**src/hw/rtl/pavs_pkg.sv**
```systemverilog
// shared types, constants and tables of the additive voice synthesiser
package pavs_pkg;

    typedef enum logic [1:0] {
        OP_TICK     = 2'd0,
        OP_NOTE_ON  = 2'd1,
        OP_NOTE_OFF = 2'd2,
        OP_ALL_OFF  = 2'd3
    } t_op;

    typedef enum logic [2:0] {
        ST_IDLE    = 3'd0,
        ST_ATTACK  = 3'd1,
        ST_DECAY   = 3'd2,
        ST_SUSTAIN = 3'd3,
        ST_RELEASE = 3'd4
    } t_stage;

    typedef enum logic [3:0] {
        B_IDLE,
        B_SCAN,
        B_APPLY,
        B_ENV,
        B_GAIN,
        B_HARM,
        B_MUL,
        B_TERM,
        B_ROUND
    } t_bstate;

    localparam logic [2:0] CFG_ATTACK  = 3'd0;
    localparam logic [2:0] CFG_DECAY   = 3'd1;
    localparam logic [2:0] CFG_RELEASE = 3'd2;
    localparam logic [2:0] CFG_SUSTAIN = 3'd3;
    localparam logic [2:0] CFG_AMP     = 3'd4;

    localparam int LEVEL_W    = 24;
    localparam int AMP_W      = 16;
    localparam int NOTE_W     = 7;
    localparam int SAMPLE_W   = 16;
    localparam int HARM_COUNT = 5;
    localparam int ACC_W      = 35;
    localparam int GAIN_W     = 17;
    localparam int PROD_W     = 56;
    localparam int MIX_W      = 48;
    localparam logic [LEVEL_W-1:0] LEVEL_ONE = 24'd8388608;

    typedef struct packed {
        t_op               op;
        logic [NOTE_W-1:0] note;
    } t_item;

    typedef struct packed {
        logic [LEVEL_W-1:0] attack_step;
        logic [LEVEL_W-1:0] decay_step;
        logic [LEVEL_W-1:0] release_step;
        logic [LEVEL_W-1:0] hold_level;
        logic [AMP_W-1:0]   note_amplitude;
    } t_cfg;

    // harmonic weights in Q1.16
    function automatic logic [16:0] f_weight(input logic [2:0] h);
        logic [16:0] w;
        case (h)
            3'd0:    w = 17'd65536;
            3'd1:    w = 17'd32768;
            3'd2:    w = 17'd16384;
            3'd3:    w = 17'd8192;
            3'd4:    w = 17'd5243;
            default: w = 17'd0;
        endcase
        return w;
    endfunction

    // octave from note 60 to 71 in Q16.16 hertz
    function automatic logic [31:0] f_octave_hz(input logic [3:0] k);
        logic [31:0] f;
        case (k)
            4'd0:    f = 32'd17145893;
            4'd1:    f = 32'd18165441;
            4'd2:    f = 32'd19245614;
            4'd3:    f = 32'd20390018;
            4'd4:    f = 32'd21602472;
            4'd5:    f = 32'd22887021;
            4'd6:    f = 32'd24247954;
            4'd7:    f = 32'd25689813;
            4'd8:    f = 32'd27217409;
            4'd9:    f = 32'd28835840;
            4'd10:   f = 32'd30550508;
            4'd11:   f = 32'd32367136;
            default: f = 32'd0;
        endcase
        return f;
    endfunction

endpackage

```
**src/hw/rtl/pavs_front.sv**
```systemverilog
// front end: input acceptance, opcode decode and a two-entry command queue
module pavs_front (
    input  logic               i_clk,
    input  logic               i_rst_n,
    input  logic               i_valid,
    output logic               o_ready,
    input  logic [1:0]         i_opcode,
    input  logic [6:0]         i_note,
    output logic               o_q_valid,
    output pavs_pkg::t_item    o_q_item,
    input  logic               i_q_pop
);

    pavs_pkg::t_item r_q [2];
    logic            r_wp;
    logic            r_rp;
    logic [1:0]      r_cnt;
    logic            push;
    pavs_pkg::t_item item;

    assign o_ready   = (r_cnt != 2'd2);
    assign push      = i_valid && o_ready;
    assign o_q_valid = (r_cnt != 2'd0);
    assign o_q_item  = r_q[r_rp];

    always_comb begin
        item.op   = pavs_pkg::t_op'(i_opcode);
        item.note = i_note;
    end

    always_ff @(posedge i_clk) begin
        if (push) begin
            r_q[r_wp] <= item;
        end
    end

    always_ff @(posedge i_clk) begin
        if (!i_rst_n) begin
            r_wp  <= 1'b0;
            r_rp  <= 1'b0;
            r_cnt <= 2'd0;
        end else begin
            if (push) begin
                r_wp <= ~r_wp;
            end
            if (i_q_pop) begin
                r_rp <= ~r_rp;
            end
            case ({push, i_q_pop})
                2'b10:   r_cnt <= r_cnt + 2'd1;
                2'b01:   r_cnt <= r_cnt - 2'd1;
                default: r_cnt <= r_cnt;
            endcase
        end
    end

endmodule

```
**config.mk**
```make
export PLATFORM = sky130hd
export DESIGN_NAME = pavs_front
export DESIGN_NICKNAME = d
export VERILOG_FILES = /design/src/hw/rtl/pavs_pkg.sv /design/src/hw/rtl/pavs_front.sv
export SDC_FILE = /design/constraint.sdc
export NUM_CORES = 1
export LEC_CHECK = 0
export BUFFER_PORTS_ARGS = -buffer_cell sky130_fd_sc_hd__buf_2
export CAP_MARGIN = 10
export CORE_UTILIZATION = 35
export CTS_CLUSTER_DIAMETER = 100
export CTS_CLUSTER_SIZE = 28
export DETAILED_ROUTE_END_ITERATION = 12
export SYNTH_ARGS = -nofsm -noshare
export SYNTH_HDL_FRONTEND = slang
export SYNTH_SLANG_ARGS = --single-unit
```
**constraint.sdc**
```tcl
create_clock -name i_clk -period 2.8 [get_ports i_clk]
set_input_delay 0 -clock i_clk [delete_from_list [all_inputs] [get_ports i_clk]]
set_output_delay 0 -clock i_clk [all_outputs]
set_load 0.02 [all_outputs]
```
==> flow_metrics.tcl, run 1 <==
set metrics [dict create \
    crit_required_ns 3.05 \
    vias_per_cell 4.609 \
    mappedNetlistArea_um2 874.6 \
    post-route-cell-area_um2 1147 \
    critPathLaunchType "flop" \
    num-nets-final 102 \
    post_cts_resized 0 \
    leakage_nw 0.4522 \
    power_frac_clock_pct 20.0 \
    min_period_ns 1.549 \
    gr-total-overflow 0 \
    die_w_um 51.99 \
    drtIter0Drc 3 \
    grt_max_degree 14 \
    synth_area_per_cell_um2 17.15 \
    start_util_pct 38.43 \
    max_slew.worst_pin.slew_ns 0.4103 \
    cts-buffers-inserted 3 \
    rrSetupSlack_ns 1.25 \
    finalHoldViolCount 0 \
    io_pins 24 \
    insertedDiodeCount 0 \
    syn_nets 65 \
    grt_pass1_vias 514 \
    h-tree-depth 1 \
    yosysSeqAreaShare_pct 73.25 \
    crit_path_max_incr_delay_ns 0.40 \
    antenna_left 0 \
    yosys_warnings 0 \
    slew_viol_final 0 \
    route.detailed.drc 0 \
    crit_slowest_cell "dfxtp_1" \
    port_buffers 23 \
    status "completed" \
    wl_per_cell_um 11.75 \
    comb_power_share_pct 21.5 \
    ys_ff_latch 23 \
    clock_latency_ns 0.30 \
    antenna_found_initial 0 \
    clkSinkCount 23 \
    finalCritPeriodShare_pct 55.31 \
    cts_tree "done" \
    worstPathArrival_ns 1.79 \
    synth.distinct_cells 19 \
    die-area_um2 2703 \
    path_max_fanout 5 \
    setup_viol 0 \
    yosys.area.top_type_share_pct 61.80 \
    drive_gt1_share_pct 43.68 \
    place_area_um2 1020 \
    vdd_drop_max_mv 0.3485 \
    path_cells "nand2b_1 -> nand2_1 -> ha_1 -> or3_1 -> a21boi_1" \
    pwr-share-seq_pct 58.5 \
    grt.total_usage_pct 11.25 \
    worstHoldPathType "input pin to flop" \
    end_kind "flop" \
    fmax_mhz 645.7 \
    grt_first_pass_wirelength_mm 2.090 \
    drv_cap 0 \
    synth_largest_area_cell "edfxtp_1" \
    internal-power_mw 0.5334 \
    synth_area_leaders "edfxtp_1, mux2_2, dfxtp_1" \
    cts_root_buffer "clkbuf_4" \
    std_cell_rows 17 \
    firstDrtPassIters 2 \
    worstSetupPathType "flop to flop" \
    switchingPower_mw 0.1900 \
    postRouteWirelength_mm 1.351 \
    place.gp.congestion 0.6525 \
    cts_max_path_buffers 2 \
    via_count 530 \
    clk_pin_slew_ns 0.12 \
    place_hpwl_um 989.6 \
    clock_skew_ns 0.005962 \
    switching_share_pct 26.26 \
    syn_inst 51 \
    rsz0062_at_grt "no" \
    area_growth_syn_to_layout_pct 31.19 \
    power_density_nw_per_um2 630.5 \
    max_slew_margin_pct 72.65 \
    core-area_um2 2276 \
    die_h_um 51.99 \
    fin_setup_tns_ns 0 \
]
-- layout by cell type, fill, tap and decap left out, drive strengths merged, types with 2 or more instances in the layout --
master       netlist  routed
buf                1      23
dlygate4sd3        0      10
edfxtp            18      18
clkbuf             0       3
mux2               9       9
dfxtp              5       5
a21boi             2       2
and2               3       3
xnor2              2       2
-- Yosys cell counts --
cell type / n
a21bo_2: 1
a21boi_0: 1
a21boi_1: 1
and2_1: 3
and3_1: 1
buf_2: 1
dfxtp_1: 5
edfxtp_1: 18
ha_1: 1
inv_1: 1
mux2_2: 9
nand2_1: 1
nand2b_1: 1
nand3b_1: 1
o21ai_0: 1
or2_2: 1
or3_1: 1
xnor2_1: 2
xor2_1: 1
-- sequential cells by signal, indices dropped and copies added (netlist names), named ones only --
name	cells
r_q	18
r_cnt	2
r_rp	1
r_wp	1
-- power by group through the flow --
stage,combinational (mW),sequential [mW],clock [mW]
finish,0.155,0.423,0.145
global placement,0.144,0.430,0
detailed placement,0.148,0.432,0
global route,0.170,0.428,0.165
CTS,0.159,0.424,0.153
floorplan,0.107,0.424,0
-- cells by family (layout without fill, tap and decap cells) --
group	count (synthesis)	after routing	synth area share (%)
flops	23	23	73.25
simple gates	9	9	6.297
mux	9	9	11.59
fa+ha+maj	1	1	1.430
compound gates	4	4	3.434
xor+xnor	3	3	3.005
buf+inv	2	38	1.000
-- metal layers --
layer  routed length (um)  vias up  GRT usage, %
li1                     -      259             -
met1                  554      256         11.78
met2                  718       13         19.87
met3                   62        2         2.924
met4                   15        0         6.757
met5                    0        -             0
-- worst max-delay path, delay by kind of cell, from the launching register on --
family	cells	cell delay [ns]
compound gates	1	0.14
fa+ha+maj	1	0.31
flops	1	0.40
simple gates	3	0.64
-- layout make-up --
cell class,count,area (um2)
Multi-Input combinational cell,26,225.2
Clock buffer,3,22.52
Inverter,1,3.754
Timing Repair Buffer,33,215.2
Fill cell,207,1129
Clock inverter,1,5.005
Sequential cell,23,640.6
Tap cell,28,35.03
-- through the flow --
stage	cells	total power [mW]	worst slack, ns	hold slack, ns	util, %
after floorplan	51	0.5303	1.219	0.09887	-
after global placement	101	0.5746	1.338	0.1902	44.80
after detailed placement	101	0.5794	1.266	0.1932	44.80
after CTS	115	0.7363	1.250	0.01531	50.41
after global routing	115	0.7626	1.153	0.02366	50.41
final	115	0.7234	1.251	0.02381	50.41
-- path summary, 6_finish.rpt --
path	start	end	cells past startpoint
max	r_cnt[0]	r_cnt[1]	5
min	i_valid	r_wp	3
max reg2reg	r_cnt[0]	r_cnt[1]	5
min reg2reg	r_cnt[1]	r_cnt[1]	2
-- timing repair --
action / in CTS / in global routing
setup buffers: 0 / 0
endpoints found under the hold margin: 23 / 0
hold buffers: 10 / 0
Note: power is estimated with default switching activity, not from simulation.
==> inputs of run 2 (changes only) <==
- clock period: 2.8 -> 1.25 ns (I/O delays scaled with it)
==> flow_metrics.tcl, run 2 (synthesis gave the netlist of run 1 again) <==
set metrics [dict create \
    final.setup.worst_slack_ns -0.03480 \
    clock_latency_ns 0.29 \
    seqCellArea_um2 644.4 \
    power_density_nw_per_um2 1350 \
    fin_setup_tns_ns -0.03480 \
    firstDrtPassIters 4 \
    rsz0062_at_grt "yes" \
    multi_input_area_um2 287.8 \
    final_common_cell "edfxtp_1" \
    worstRegToRegCells 6 \
    path_max_fanout 4 \
    cts_root_buffer "clkbuf_4" \
    grt.total_usage_pct 11.57 \
    finalCritPeriodShare_pct 102.8 \
    worstHoldEndpoint "r_wp" \
    grt_first_pass_wirelength_mm 2.249 \
    worstSetupPathType "flop to flop" \
    cts_max_path_buffers 2 \
    clk_pin_slew_ns 0.11 \
    slew_viol_final 0 \
    holdWs_ns 0.05663 \
    via_count 539 \
    vias_per_cell 4.455 \
    die_h_um 51.99 \
    die_w_um 51.99 \
    finalHoldViolCount 0 \
    die-area_um2 2703 \
    drv_cap 0 \
    crit_required_ns 1.48 \
    fmax_mhz 778.3 \
    std_cell_rows 17 \
    clock_skew_ns 0.002633 \
    start_util_pct 38.43 \
    worstHoldPathType "input pin to flop" \
    place.gp.congestion 0.6511 \
    cts_tree "done" \
    hold_path_startpoint "i_valid" \
    num-nets-final 108 \
    postRouteWirelength_mm 1.434 \
    clkSinkCount 23 \
    totalPowerFinal_mw 1.800 \
    dp.cells 104 \
    max_slew.worst_pin.slew_ns 0.2248 \
    dpl_worst_slack_ns -0.04876 \
    grt_pass1_vias 540 \
    r2r-end "r_cnt[1]" \
    fillers 189 \
    reg2reg_from "r_cnt[0]" \
    drtIter0Drc 5 \
    gr-total-overflow 0 \
    port_buffers 23 \
    area_growth_syn_to_layout_pct 52.50 \
    top_regs "r_q (18), r_cnt (2)" \
    cts-buffers-inserted 3 \
    largest_reg_flops 18 \
    min_period_ns 1.285 \
    instances_no_fill 121 \
    setup_viol 1 \
    final_cell_mix "edfxtp_1, buf_2, buf_6" \
    top_register "r_q" \
    antenna_found_initial 0 \
    antenna_left 0 \
    grt_max_degree 13 \
    vdd_drop_max_mv 0.9239 \
    core-area_um2 2276 \
    max_slew_margin_pct 85.02 \
    rrSetupSlack_ns -0.03 \
    worstPathArrival_ns 1.52 \
    h-tree-depth 1 \
    status "complete, but fails checks" \
    route.detailed.drc 0 \
    leakage_nw 0.5427 \
    place_hpwl_um 941.5 \
    drive_gt1_share_pct 53.76 \
    end_kind "flop" \
    io_pins 24 \
    insertedDiodeCount 0 \
    critPathLaunchType "flop" \
    holdPathStages 3 \
    wl_per_cell_um 11.85 \
    violations "negative setup slack" \
]
==> run 2: changes by cell type in the layout (fill, tap and decap cells not counted), sizes merged <==
cell and change:
clkinv -1, buf +6, clkbuf +1
==> run 2: worst max-delay path: stages (launching register included) <==
cell	delay [ns]
dfxtp_2	0.34
nand2b_4	0.14
nand2_4	0.06
ha_4	0.15
xnor2_1	0.12
or3_1	0.30
a21boi_1	0.11
==> run 2: worst max path at each step <==
| stage | start | endpoint | slack [ns] |
|---|---|---|---|
| finish | r_cnt[0] | r_cnt[1] | -0.03 |
| global route | r_cnt[0] | r_cnt[1] | -0.1 |
| CTS | flop | o_q_item[6] | -0.05 |
| detailed placement | r_cnt[1] | r_cnt[1] | -0.05 |
| global placement | r_cnt[1] | r_cnt[1] | -0.02 |
| floorplan | r_cnt[0] | r_cnt[1] | -0.06 |
==> run 2: final cells by class <==
cell class | instances | area share (%)
Inverter | 1 | 0.2814
Timing Repair Buffer | 39 | 25.23
Clock buffer | 4 | 1.970
Tap cell | 28 | 2.627
Multi-Input combinational cell | 26 | 21.58
Sequential cell | 23 | 48.31
==> run 2: layer usage <==
layer	vias up	track usage [%]	part of all wire [%]
li1	270	-	-
met1	254	13.48	42
met2	15	21.15	54
met3	0	1.754	4.0
met4	0	4.054	0
met5	-	0	0
==> run 2: what timing repair did <==
action	in CTS	in global routing
setup endpoints to repair	19	10
gates cloned	1	0
setup buffers	2	0
hold buffers	10	0
endpoints found under the hold margin	23	0
gates resized for setup	31	3
==> run 2: where the power goes <==
group          switching [mW]  leakage (nW)  internal, mW
Combinational           0.229         0.317         0.309
Sequential             0.0313         0.211         0.914
Clock                   0.192        0.0150         0.124
==> run 2: metrics by stage <==
| step | area, um2 | utilization, % |
|---|---|---|
| floorplan | 898.4 | - |
| global placement | 1079 | 47.39 |
| CTS | 1323 | 58.11 |
| detailed placement | 1079 | 47.39 |
| finish | 1334 | 58.60 |
| global route | 1334 | 58.60 |
==> inputs of run 3 (changes only) <==
- CORE_UTILIZATION: 35 -> 49
- PLACE_DENSITY: default -> 0.75
- clock period: 1.25 -> 1.2 ns (I/O delays scaled with it)
==> flow_metrics.tcl, run 3 (synthesis gave the netlist of run 1 again) <==
set metrics [dict create \
    status "complete, but fails checks" \
    violations "negative setup slack" \
    crit_required_ns 1.44 \
    clock_latency_ns 0.30 \
    postRouteWirelength_mm 1.552 \
    place_area_um2 1084 \
    clkSinkCount 23 \
    fillers 81 \
    dp.cells 103 \
    wl_per_cell_um 13.15 \
    min_period_ns 1.318 \
    h-tree-depth 1 \
    antenna_found_initial 0 \
    hold_path_startpoint "i_valid" \
    grt.total_usage_pct 17.70 \
    place.gp.congestion 0.6962 \
    fin_util_pct 82.97 \
    worstSetupPathType "flop to flop" \
    worstPathArrival_ns 1.56 \
    finalHoldViolCount 0 \
    leakage_nw 0.5451 \
    final.setup.worst_slack_ns -0.1177 \
    die_h_um 44.25 \
    core-area_um2 1594 \
    antenna_left 0 \
    slew_viol_final 0 \
    top_register "r_q" \
    drtIter0Drc 10 \
    finalCritPeriodShare_pct 109.8 \
    die_w_um 44.25 \
    end_kind "flop" \
    worstHoldPathType "input pin to flop" \
    drive_gt1_share_pct 55.32 \
    final_common_cell "edfxtp_1" \
    grt_pass1_vias 541 \
    cts-buffers-inserted 3 \
    top_regs "r_q (18), r_cnt (2)" \
    clock_skew_ns 0.001179 \
    gr-total-overflow 0 \
    grt_max_degree 14 \
    area_growth_syn_to_layout_pct 51.22 \
    power_density_nw_per_um2 1426 \
    insertedDiodeCount 0 \
    route.detailed.drc 0 \
    max_slew.worst_pin.slew_ns 0.2346 \
    start_util_pct 54.87 \
    reg2reg_from "r_cnt[0]" \
    critPathLaunchType "flop" \
    path_max_fanout 4 \
    setup_viol 11 \
    instances_no_fill 118 \
    io_pins 24 \
    r2r-end "r_cnt[1]" \
    drv_cap 0 \
    port_buffers 23 \
    vdd_drop_max_mv 1.038 \
    firstDrtPassIters 6 \
    clk_pin_slew_ns 0.12 \
    die-area_um2 1958 \
    worstRegToRegCells 6 \
    fin_setup_tns_ns -0.5409 \
    largest_reg_flops 18 \
    holdWs_ns 0.03677 \
    post-route-cell-area_um2 1323 \
    num-nets-final 109 \
    final_cell_mix "edfxtp_1, buf_2, buf_6" \
    worstHoldEndpoint "r_wp" \
    cts_max_path_buffers 2 \
    std_cell_rows 14 \
    via_count 554 \
    cts_tree "done" \
    vias_per_cell 4.695 \
    rrSetupSlack_ns -0.12 \
    cts_root_buffer "clkbuf_4" \
    fmax_mhz 758.9 \
    grt_first_pass_wirelength_mm 2.332 \
    max_slew_margin_pct 84.36 \
    holdPathStages 3 \
    postCtsSetupBuffers 0 \
    rsz0062_at_grt "yes" \
]
[run 3: per-stage QoR]
step	setup slack [ns]	power, mW
4_1_cts	-0.1195	1.838
6_report	-0.1177	1.886
3_3_place_gp	-0.02032	1.412
5_1_grt	-0.1863	1.964
3_5_place_dp	-0.08706	1.425
2_1_floorplan	-0.1141	1.261
[run 3: how the worst max path moves through the flow]
stage	from	to	slack (ns)	depth (start not counted)
after detailed placement	r_cnt[0]	r_cnt[1]	-0.09	6
after CTS	r_cnt[0]	r_cnt[1]	-0.12	6
after global placement	r_cnt[0]	r_cnt[1]	-0.02	6
after global routing	r_cnt[0]	r_cnt[1]	-0.19	6
after floorplan	r_cnt[0]	r_cnt[1]	-0.11	6
final	r_cnt[0]	r_cnt[1]	-0.12	6
[run 3: cell type report]
class,instances,area [um2],area share (%)
clock buffers,3,22.52,1.703
clock inverters,1,5.005,0.3784
inverters,1,3.754,0.2838
multi-input cells,26,282.8,21.38
flip-flops and latches,23,643.1,48.63
well taps,24,30.03,2.271
repair buffers,40,335.3,25.35
[run 3: power breakdown]
part / leakage, nW / switching (mW) / internal [mW] / total, mW
combinational: 0.317 / 0.245 / 0.317 / 0.562
sequential: 0.210 / 0.0313 / 0.951 / 0.982
clock: 0.0177 / 0.218 / 0.124 / 0.342
total: 0.545 / 0.494 / 1.39 / 1.89
[run 3: what timing repair did]
action,in CTS,in global routing
endpoints found under the hold margin,23,0
endpoints found under the setup margin,20,16
cloned,1,0
resized for setup,17,17
hold buffers,10,0
pin swaps,0,0
[run 3: routing by layer]
metal / share of wire (%) / track usage [%]
met1: 43 / 24.16
met2: 51 / 27.94
met3: 3.5 / 2.449
met4: 2.0 / 9.091
met5: 0 / 0
[run 3: critical path: stages (launching register included)]
cell	delay [ns]
dfxtp_2	0.34
nand2b_4	0.13
nand2_2	0.06
ha_4	0.15
xnor2_1	0.12
or3_1	0.31
a21boi_1	0.13
